==> config.mk <==
export PLATFORM = sky130hd
export DESIGN_NAME = qle_div
export DESIGN_NICKNAME = d
export VERILOG_FILES = /design/src/hw/rtl/qle_div.sv
export VERILOG_INCLUDE_DIRS = /design/src /design/src/hw/rtl
export SDC_FILE = /design/constraint.sdc
export NUM_CORES = 1
export LEC_CHECK = 0
export ABC_AREA = 1
export BUFFER_PORTS_ARGS = -buffer_cell sky130_fd_sc_hd__clkbuf_2
export CAP_MARGIN = 0
export CORE_ASPECT_RATIO = 0.5
export CORE_MARGIN = 2
export CORE_UTILIZATION = 25
export DETAILED_ROUTE_END_ITERATION = 10
export PLACE_DENSITY = 0.42
export SYNTH_ARGS = -nofsm -noshare
export SYNTH_HDL_FRONTEND = slang
export SYNTH_SLANG_ARGS = --single-unit
==> constraint.sdc <==
create_clock -name clk -period 7.9 [get_ports clk]
set_clock_uncertainty 0.2 [all_clocks]
set_input_delay 1.58 -clock clk [delete_from_list [all_inputs] [get_ports clk]]
set_output_delay 1.58 -clock clk [all_outputs]
set_load 0.005 [all_outputs]
==> src/hw/rtl/assert_macros.svh <==
// Assertion macros shared by the Q-learning engine RTL.
// No dependencies; included by the files that carry assertions.
`ifndef ASSERT_MACROS_SVH
`define ASSERT_MACROS_SVH

// Property must hold at every clock edge outside reset.
`define QLE_ASSERT(lbl, clk, rst, prop) \
  lbl: assert property (@(posedge clk) disable iff (rst) prop) \
    else $error("qle assertion failed");

// Condition must never be seen outside reset.
`define QLE_NEVER(lbl, clk, rst, cond) \
  lbl: assert property (@(posedge clk) disable iff (rst) !(cond)) \
    else $error("qle forbidden condition seen");

`endif

==> src/hw/rtl/qle_div.sv <==
// Restoring divider, one quotient bit per cycle; quotient and remainder.
// Depends on assert_macros.svh.
`include "assert_macros.svh"

module qle_div #(
  parameter int DW = 47,
  parameter int VW = 24
) (
  input  logic          clk,
  input  logic          rst,
  input  logic          start,
  input  logic [DW-1:0] dividend,
  input  logic [VW-1:0] divisor,
  output logic          done,
  output logic [DW-1:0] quotient,
  output logic [VW-1:0] remainder
);

  localparam int CNTW = $clog2(DW + 1);

  logic            active;
  logic [CNTW-1:0] cnt;
  logic [VW-1:0]   dvs;
  logic [VW:0]     rem_sh;
  logic [VW:0]     diff;
  logic            ge;

  always_comb begin
    rem_sh = {remainder, quotient[DW-1]};
    diff   = rem_sh - {1'b0, dvs};
    ge     = !diff[VW];
  end

  always_ff @(posedge clk) begin
    if (rst) begin
      active <= 1'b0;
      done   <= 1'b0;
    end else begin
      done <= 1'b0;
      if (start) begin
        quotient  <= dividend;
        remainder <= '0;
        dvs       <= divisor;
        cnt       <= CNTW'(DW);
        active    <= 1'b1;
      end else if (active) begin
        quotient  <= {quotient[DW-2:0], ge};
        remainder <= ge ? diff[VW-1:0] : rem_sh[VW-1:0];
        cnt       <= cnt - 1'b1;
        if (cnt == CNTW'(1)) begin
          active <= 1'b0;
          done   <= 1'b1;
        end
      end
    end
  end

  `QLE_ASSERT(rem_below_divisor, clk, rst, done && (dvs != '0) |-> remainder < dvs)

endmodule

# ---- Word-level counts from Yosys, hierarchy flattened
# Index checks and enable logic that the tools add are counted.
# W data, S select, Z words.
dict set report word_totals {
  out_inout_bits 72
  reg_bits 103
  word_cells 25
  input_bits 74
}
dict set report classes {
  reduce_logical 5
  n_bitwise 2
  n_mux 9
  n_eq_ne 1
  add_sub_neg 2
}
# cell count
set ops {}
lappend ops {{$mux W47} 2}
lappend ops {{$mux W24} 2}
lappend ops {{$sub A25 B24 Y25} 1}
lappend ops {{$eq A6 B1 Y1 const B} 1}
lappend ops {{$mux W6} 1}
lappend ops {{$sub A6 B1 Y6 const B} 1}
lappend ops {{$mux W1} 4}
lappend ops {{$reduce_and A2 Y1} 2}
lappend ops {{$reduce_or A3 Y1} 1}
lappend ops {{$not A1 Y1} 2}
lappend ops {{$reduce_bool A2 Y1} 1}
lappend ops {{$logic_not A1 Y1} 1}

# ---- Longest topological paths before layout
# Gate-level depths: netlist (run 1).
dict set report depth {
  depth_word 4
  depth_mapped 16
  ltp_nobuf 15
}

# ---- Worst setup path after synthesis (run 1)
# No wires, ideal clock.
dict set report synth_timing {
  kind {input-to-reg}
  start {input port start}
  end {register cnt[0] (enable)}
  stages 4
  setup_slack_ns 1.345
  setup_ns 0.540
  arrival_ns 5.815
  required_ns 7.160
  n_path_buf 2
  cell_sequence {clkbuf_1 > inv_1 > clkbuf_1 > a21oi_1}
}
dict set report synth_via {
  elab_chain_len 2
}
# element line_no
set synth_lines {}
lappend synth_lines {{from (decl)} qle_div.sv:11} ;# input logic start,
lappend synth_lines {{$reduce_bool A2 Y1 (no line)} -}
lappend synth_lines {{$reduce_and A2 Y1 (no line)} -}
lappend synth_lines {{to (signal assigned)} qle_div.sv:44} ;# cnt <= CNTW'(DW);
lappend synth_lines {{to (signal assigned)} qle_div.sv:49} ;# cnt <= cnt - 1'b1;
lappend synth_lines {{to (decl)} qle_div.sv:22} ;# logic [CNTW-1:0] cnt;
# Every way passes these cells.
# A chain may end at the register's enable or synchronous reset.

# ---- Final worst setup path (run 1)
dict set report layout_timing {
  start {input port start}
  end {register remainder[8] (enable)}
}
dict set report layout_via {
  elab_chain_len 2
}
# element line_no
set layout_lines {}
lappend layout_lines {{$reduce_bool A2 Y1 (no line)} -}
lappend layout_lines {{$reduce_and A2 Y1 (no line)} -}
lappend layout_lines {{to (signal assigned)} qle_div.sv:48} ;# remainder <= ge ? diff[VW-1:0] : rem_sh[VW-1:0];
lappend layout_lines {{to (decl)} qle_div.sv:16} ;# output logic [VW-1:0] remainder
# Every way passes these cells.

==> results of run 1 <==
==> where the power goes <==
part / internal (W) / switching, W / leakage (nW) / total, W
registers: 0.000655 / 0.0000251 / 0.981 / 0.000681
logic: 0.000139 / 0.000246 / 2.80 / 0.000384
clock network: 0.000216 / 0.000218 / 0.135 / 0.000434
==> how the worst min path moves through the flow <==
stage,to,cells after the start
floorplan,done,2
CTS,done,2
detailed placement,quotient[6],2
global placement,quotient[42],2
finish,done,2
global route,done,2
==> cells by family after synthesis <==
family	synth area share [%]
xor gates and xnor gates	1.69
and+or+nand+nor	31.3
DFF	49.3
AOI/OAI and AO/OA	2.35
buffers and inverters	9.85
adders and majority gates	5.54
==> flip-flops by register name (all words and copies together) (netlist names) <==
name,count
active,1
cnt,6
done,1
dvs,24
quotient,47
remainder,24
==> stage by stage <==
| step | power, W | std cells | util (%) | instance area, um2 |
|---|---|---|---|---|
| after floorplan | 0.000966 | 800 | - | 6230 |
| after global placement | 0.00108 | 1267 | 30.2 | 7310 |
| after detailed placement | 0.00108 | 1267 | 30.2 | 7310 |
| after CTS | 0.00153 | 1283 | 31.3 | 7580 |
| after global routing | 0.00161 | 1283 | 31.3 | 7580 |
| final | 0.00150 | 1283 | 31.3 | 7580 |
==> area by class of cell <==
type | count | area share [%]
Clock buffer | 10 | 3.02
Tap cell | 336 | 5.54
Inverter | 133 | 6.58
Timing Repair Buffer | 149 | 9.97
Multi-Input combinational cell | 546 | 33.8
Clock inverter | 6 | 0.578
Sequential cell | 103 | 40.5
==> layout by cell type, fill, tap and decap left out, types with 3 or more instances in the layout <==
| master | netlist | routed |
|---|---|---|
| a21oi_1 | 19 | 18 |
| buf_4 | 0 | 4 |
| clkbuf_16 | 0 | 9 |
| clkbuf_2 | 0 | 145 |
| edfxtp_1 | 101 | 101 |
| ha_1 | 26 | 26 |
| inv_1 | 132 | 131 |
| nand2_1 | 344 | 344 |
| nand2_2 | 8 | 8 |
| nand2_4 | 3 | 3 |
| nand3_1 | 26 | 26 |
| nand4_1 | 7 | 7 |
| nor2_1 | 73 | 72 |
| nor2_2 | 10 | 11 |
| o21ai_0 | 3 | 3 |
| xor2_1 | 10 | 10 |
==> metal layers <==
layer  track usage (%)  vias to the layer above
met1              17.4                     2385
met4              4.23                        0
met3              3.42                       13
met5                 0                        -
met2              21.7                       87
li1                  -                     2750
==> critical path: cells and delay by family <==
kind | cells | cell delay [ns]
AO/OA/AOI/OAI | 1 | 0.84
buffers and inverters | 4 | 1.36
==> flow_summary.yaml, run 1 <==
run_status:
  outcome: "completed"
setup_path:
  worst_path_most_repeated_cell: "buf_4"
  critPathLaunch: "start"
  worstPathArrival_ns: 3.84
  crit_end: "remainder[8]"
  critPathMaxStageDelay_ns: 0.84
  crit_slowest_cell: "a21oi_4"
  setup.worst_path.end_class: "register"
  reg2reg_setup_slack_ns: 5.21
  crit_type: "in2reg"
  critPathLaunchType: "input pin"
  crit_required_ns: 7.70
  r2r_cells: 13
  r2r_start: "quotient[46]"
  crit_path_max_fanout: 53
  worst_r2r_endpoint: "remainder[14]"
  worstPathCellList: "clkbuf_2 -> buf_4 -> inv_2 -> a21oi_4 -> buf_4"
sta:
  slew_viol_final: 0
  worst_pin_slew_ns: 1.06
  relSlewSlack_pct: 29.4
  tns_ns: 0
  finalHoldViolCount: 0
  fmax_ghz: 0.247
  holdWs_ns: 0.338
  setup_violations: 0
  min_period_over_period_pct: 51.2
  rsz0062_at_grt: "no"
  setup_slack_ns: 3.86
  min_period_ns: 4.04
synth:
  synth-seq-cells: 103
  synth_edf_count: 101
  synth_top_area_share_pct: 48.6
  synthFlopType: "edfxtp_1"
  syn_area_per_cell_um2: 7.79
  async_flop_share_pct: 0
  yosys.area.top_type: "edfxtp_1"
  yosys_warnings: 0
  yosys-top-cells-area: "edfxtp_1 (49%), nand2_1 (21%), inv_1 (7.9%)"
  yosys.cell_count.top_type: "nand2_1"
  syn_area_mm2: 0.00623
  ys_seq_area_share_pct: 49.3
  synthTopCellsByCount: "nand2_1 (344), inv_1 (132), edfxtp_1 (101)"
  syn_inst: 800
  synth_fp_nets: 901
  synth_cell_types: 34
detailed_routing:
  top_layer: "met4"
  first_iter_violations: 211
  drc_errors: 0
  num_vias: 5235
  routed-wl-met2_mm: 7.53
  wl_met1_mm: 8.20
  drtPass1Iterations: 4
  wl_met3_um: 683
  totalWireLength_mm: 16.7
  viasPerCell: 4.08
  ant_nets: 0
  wl_per_cell_um: 13.0
clock_tree:
  cts_buffer_depth: 2
  cts_tree: "done"
  root_buffer: "clkbuf_16"
  post_cts_buffers: 0
  numCtsBuffers: 9
  cts_sinks: 103
  clk_latency_ns: 0.37
  path_clk_slew_ns: 0.07
  cts_resized: 0
  ctsHoldBuffers: 0
  htree_levels: 3
floorplan:
  num_io_pins: 146
  fp.dieW_um: 227
  coreArea_mm2: 0.0242
  die_h_um: 116
  start_util_pct: 25.7
  die_area_mm2: 0.0263
  row_count: 40
grt:
  grt_max_degree: 75
  track_usage_pct: 13.3
  grt.overflow.total: 0
  grt_pass1_wl_mm: 26.7
  grt_pass1_vias: 5294
  antenna_found_initial: 0
placement:
  pre_cts_slack_ns: 3.39
  port_buffers: 145
  gp_routability_congestion: 0.812
  dp_hpwl_mm: 12.4
finish:
  nNetsFinal: 1043
  layout-drive-gt1-share_pct: 20.2
  multiInputGateArea_mm2: 0.00256
  final.fill_count: 2709
  seq_area_mm2: 0.00307
  syn2layout_area_growth_pct: 21.6
  diodes: 0
job:
  drv_cap: 0
pwr:
  peakVddDrop_mv: 0.0782
  power.density_mw_per_mm2: 198
  p_leak_nw: 3.91
min_path:
  holdCritStartpoint: "active"
  holdCritPathClass: "reg2reg"
Note: power is estimated with default switching activity, not from simulation.
==> run 2, diff against run 1 <==
ABC_AREA = 0   (was 1)
PLACE_DENSITY = 0.44   (was 0.42)
clock period = 3.3 ns   (was 7.9 ns; I/O delays follow)
==> run 2 against run 1 <==
  * The run now ends with negative setup slack left
  * Highest routed layer unchanged
  * Register-to-register slack got worse by 5.2 ns
  * Sequential share of layout area rose by 2.0 points
  * First-iteration DRC count fell by 42%
  * Wire length fell by 19%
  * Clock-buffer cell count did not move
  * Combinational power rose to 2.7 times the previous value
  * Total power rose to 2.6 times the previous value
==> flow_summary.yaml, run 2 <==
sta:
  slew_viol_final: 0
  setup_slack_ns: -0.00112
  tns_ns: -0.00210
  worst_pin_slew_ns: 0.700
  fmax_ghz: 0.303
  rsz0062_at_grt: "yes"
  min_period_ns: 3.30
  relSlewSlack_pct: 53.3
  finalHoldViolCount: 0
  setup_violations: 2
  min_period_over_period_pct: 100
finish:
  final_common_cell: "clkbuf_2"
  final_cell_mix: "clkbuf_2 (144), edfxtp_1 (101), mux2_2 (47)"
  final.fill_count: 2237
  diodes: 0
  largest_reg_flops: 47
  nNetsFinal: 708
  syn2layout_area_growth_pct: 31.0
  max_flop_register: "quotient"
  reg_top3: "quotient: 47 flops, dvs: 24 flops, remainder: 24 flops"
  layout-drive-gt1-share_pct: 41.0
clock_tree:
  cts_buffer_depth: 2
  cts_tree: "done"
  path_clk_slew_ns: 0.08
  htree_levels: 3
  clk_latency_ns: 0.36
  cts_sinks: 103
  root_buffer: "clkbuf_16"
  numCtsBuffers: 9
setup_path:
  crit_required_ns: 3.18
  crit_buf_inv: 2
  critPathLaunchType: "register"
  worstPathCellList: "ha_2 -> fa_2 -> nand2b_4 -> a21oi_4 -> o21ai_2 -> a21oi_2 -> o21ai_4 -> a2111o_1 -> o311ai_4 -> buf_6 -> buf_16 -> mux2i_1 -> nor2_1"
  crit_slowest_cell: "a2111o_1"
  crit_path_max_fanout: 4
  critPathMaxStageDelay_ns: 0.45
  setup.worst_path.end_class: "register"
  worst_path_dominant_cell_family: "compound AO/OA/AOI/OAI gates"
  crit_type: "reg2reg"
  worstPathArrival_ns: 3.18
floorplan:
  die_area_mm2: 0.0233
  fp.dieW_um: 214
  coreArea_mm2: 0.0216
  num_io_pins: 146
  die_h_um: 109
  start_util_pct: 25.5
  row_count: 38
synth:
  synthFlopType: "edfxtp_1"
  yosys_warnings: 0
  yosys.cell_count.top_type: "edfxtp_1"
  yosys-top-cells-area: "edfxtp_1 (55%), mux2_2 (9.6%), ha_1 (5.9%)"
  synth_cell_types: 47
  syn_area_per_cell_um2: 12.6
  syn_inst: 438
  ys_seq_area_share_pct: 55.7
  synth_fp_nets: 539
  syn_area_mm2: 0.00552
  synth_top_area_share_pct: 55.0
  async_flop_share_pct: 0
  synth_edf_count: 101
  synthTopCellsByCount: "edfxtp_1 (101), mux2_2 (47), nor2_1 (40)"
  synth-seq-cells: 103
  yosys.area.top_type: "edfxtp_1"
detailed_routing:
  viasPerCell: 4.31
  wl_per_cell_um: 14.8
  totalWireLength_mm: 13.5
  first_iter_violations: 123
  num_vias: 3934
  drc_errors: 0
  ant_nets: 0
  drtPass1Iterations: 4
placement:
  gp_routability_congestion: 0.748
  port_buffers: 145
  dp_hpwl_mm: 9.54
grt:
  grt_pass1_vias: 4065
  grt_max_degree: 54
  grt_pass1_wl_mm: 21.1
  antenna_found_initial: 0
  grt.overflow.total: 0
  track_usage_pct: 11.8
min_path:
  holdCritPathClass: "in2reg"
pwr:
  power_w: 0.00387
  p_leak_nw: 3.06
  power.density_mw_per_mm2: 535
  peakVddDrop_mv: 0.232
run_status:
  outcome: "finished, violations left"
  failed_checks: "negative setup slack"
job:
  drv_cap: 0
run 2: layer usage:
layer | up-vias | wire [um] | GRT usage, %
li1 | 1949 | - | -
met4 | 0 | 163 | 3.87
met1 | 1907 | 6300 | 14.9
met2 | 69 | 6380 | 19.1
met3 | 9 | 632 | 3.88
met5 | - | 0 | 0
run 2: cells by family (layout without fill, tap and decap cells):
kind of cell	Yosys count	in the layout	synth area share, %
xor+xnor	23	23	3.65
compound gates	85	85	10.3
fa+ha+maj	27	27	6.26
mux	67	67	13.2
simple gates	86	86	7.08
flops	103	103	55.7
buf+inv	47	221	3.74
run 2: where the power goes:
group / internal (W) / switching, W
registers: 0.00157 / 0.0000617
logic: 0.000538 / 0.000510
clock network: 0.000671 / 0.000511
total: 0.00278 / 0.00108
run 2: path summary, 6_finish.rpt:
kind / slack (ns) / end / from / cells after the start
hold / removal: 0.27 / dvs[1] / divisor[1] / 1
hold reg to reg: 0.29 / done / active / 1
setup reg to reg: -0.001 / remainder[13] / dvs[0] / 13
setup / recovery: -0.001 / remainder[13] / dvs[0] / 13
run 2: area by class of cell:
type	instances	area (um2)	share of cell area, %
inverters	32	120	1.66
clock buffers	10	229	3.17
flip-flops and latches	103	3070	42.5
multi-input cells	288	2290	31.7
clock inverters	6	91.3	1.26
repair buffers	173	1040	14.4
well taps	300	375	5.20
run 2: stage by stage:
step	cell area (um2)	setup slack [ns]	cells	hold slack, ns	utilization [%]
3_5_place_dp	6680	-0.0196	880	0.279	30.9
5_1_grt	7220	-0.154	912	0.245	33.4
2_1_floorplan	5520	0.110	438	0.260	-
3_3_place_gp	6680	0.0727	880	0.280	30.9
6_report	7220	-0.00112	912	0.267	33.4
4_1_cts	7140	0.00544	907	0.243	33.0
run 2: what timing repair did:
item,4_1_cts,5_1_grt
buffers inserted,9,4
cloned,2,1
hold endpoints to repair,0,0
hold buffers,0,0
endpoints found under the setup margin,13,25
gates resized for setup,7,8
pin swaps,2,6
==> run 3, diff against run 2 <==
ABC_AREA = 1   (was 0)
==> run 3 against run 2 <==
  * The run now ends clean
  * Cell count grew 41%
  * Clock power is essentially flat
  * Utilization shrank 1.9 points
  * Cell area grew 5.7%
  * Sequential share of layout area shrank 2.3 points
  * Non-clock buffer count shrank 23
  * Die area grew 13%
  * Sequential power is essentially flat
  * Clock-buffer cell count grew 1
  * Via count grew 34%
  * Setup slack gained 0.62 ns
  * Largest power group unchanged
==> flow_summary.yaml, run 3 (synthesis results as in run 1) <==
detailed_routing:
  totalWireLength_mm: 16.7
  drc_errors: 0
  viasPerCell: 4.12
  first_iter_violations: 290
  drtPass1Iterations: 4
  ant_nets: 0
  wl_per_cell_um: 13.0
  num_vias: 5288
pwr:
  p_int_w: 0.00258
  power_frac_clock_pct: 32.2
  p_leak_nw: 3.94
  power.density_mw_per_mm2: 492
  p_comb_share_pct: 24.5
  seqPwrFrac_pct: 43.3
  p_sw_w: 0.00118
  peakVddDrop_mv: 0.199
  swShare_pct: 31.5
floorplan:
  coreArea_mm2: 0.0242
  num_io_pins: 146
  die_h_um: 116
  row_count: 40
  fp.dieW_um: 227
  die_area_mm2: 0.0263
  start_util_pct: 25.7
grt:
  grt_pass1_vias: 5170
  antenna_found_initial: 1
  grt.overflow.total: 0
  grt_max_degree: 74
  track_usage_pct: 13.4
  grt_pass1_wl_mm: 26.8
setup_path:
  reg2reg_setup_slack_ns: 0.62
  worstPathArrival_ns: 2.61
  worst_r2r_endpoint: "remainder[16]"
  worst_path_dominant_cell_family: "simple AND/OR/NAND/NOR gates"
  crit_end: "remainder[16]"
  critPathLaunchType: "register"
  crit_slowest_cell: "fa_1"
  setup.worst_path.end_class: "register"
  critPathMaxStageDelay_ns: 0.44
  crit_type: "reg2reg"
  crit_required_ns: 3.23
  worstPathCellList: "inv_1 -> ha_1 -> fa_1 -> nor2_1 -> o21ai_2 -> nand2_4 -> nand2_2 -> nand3_2 -> nand2_2 -> nand2_4 -> nand2_1 -> nand2_1 -> nor2_1"
  critPathLaunch: "quotient[46]"
  crit_buf_inv: 1
  cp.depth: 13
  r2r_start: "quotient[46]"
  r2r_cells: 13
  crit_path_max_fanout: 33
sta:
  fmax_ghz: 0.373
  tns_ns: 0
  worst_pin_slew_ns: 0.827
  slew_viol_final: 0
  rsz0062_at_grt: "no"
  min_period_ns: 2.68
  setup_violations: 0
  relSlewSlack_pct: 44.9
  holdWs_ns: 0.255
  setup_slack_ns: 0.620
  min_period_over_period_pct: 81.2
  finalHoldViolCount: 0
placement:
  port_buffers: 145
  pre_cts_slack_ns: 0.614
  gp_routability_congestion: 0.825
  dp_hpwl_mm: 12.3
finish:
  diodes: 0
  syn2layout_area_growth_pct: 22.5
  reg_top3: "quotient: 47 flops, dvs: 24 flops, remainder: 24 flops"
  final_cell_mix: "nand2_1 (344), clkbuf_2 (145), inv_1 (131)"
  max_flop_register: "quotient"
  nNetsFinal: 1044
  layout-drive-gt1-share_pct: 20.3
  largest_reg_flops: 47
  final_common_cell: "nand2_1"
clock_tree:
  path_clk_slew_ns: 0.08
  numCtsBuffers: 9
  cts_tree: "done"
  post_cts_buffers: 0
  clk_latency_ns: 0.37
  cts_buffer_depth: 2
  ctsHoldBuffers: 0
  htree_levels: 3
  cts_resized: 0
  root_buffer: "clkbuf_16"
  cts_sinks: 103
job:
  drv_cap: 0
min_path:
  holdCritPathClass: "in2reg"
run_status:
  outcome: "completed"
run 3: changes by cell type in the layout (fill, tap and decap cells not counted), sizes merged, moves of 19 or more:
cell,before,now
inv,34,135
mux2i,19,0
buf,28,5
nand3,1,27
mux2,48,0
nor2,40,83
nand2,20,355
run 3: stage by stage:
stage / power, W / utilization (%) / cell area, um2 / std cells
6_report: 0.00376 / 31.5 / 7640 / 1284
5_1_grt: 0.00402 / 31.5 / 7640 / 1284
4_1_cts: 0.00384 / 31.5 / 7640 / 1284
3_5_place_dp: 0.00259 / 30.2 / 7320 / 1268
3_3_place_gp: 0.00259 / 30.2 / 7320 / 1268
2_1_floorplan: 0.00231 / - / 6250 / 800
run 3: metal layers:
layer  share of wire, %  global-route usage [%]
met5              0.042                       0
met4                1.2                    3.70
met3                4.6                    4.26
met2                 46                    22.0
met1                 48                    17.0
run 3: power by group through the flow:
stage / sequential [W] / combinational, W / clock (W)
global route: 0.00164 / 0.00107 / 0.00131
floorplan: 0.00165 / 0.000656 / 0
global placement: 0.00166 / 0.000933 / 0
CTS: 0.00163 / 0.000941 / 0.00126
detailed placement: 0.00166 / 0.000936 / 0
finish: 0.00163 / 0.000923 / 0.00121
run 3: worst min path at each step:
stage                start       to  slack, ns  cells after the start
6_report       divisor[18]  dvs[18]       0.26                      1
5_1_grt        divisor[18]  dvs[18]       0.23                      1
4_1_cts        divisor[18]  dvs[18]       0.23                      1
3_5_place_dp        active     done       0.30                      2
3_3_place_gp        active     done       0.30                      2
2_1_floorplan       active     done       0.28                      2
run 3: cell type report:
class                   instances  area, um2
fillers                      2684      16600
well taps                     336        420
clock inverters                 5       88.8
flip-flops and latches        103       3070
clock buffers                  11        233
inverters                     133        499
multi-input cells             546       2560
repair buffers                150        763
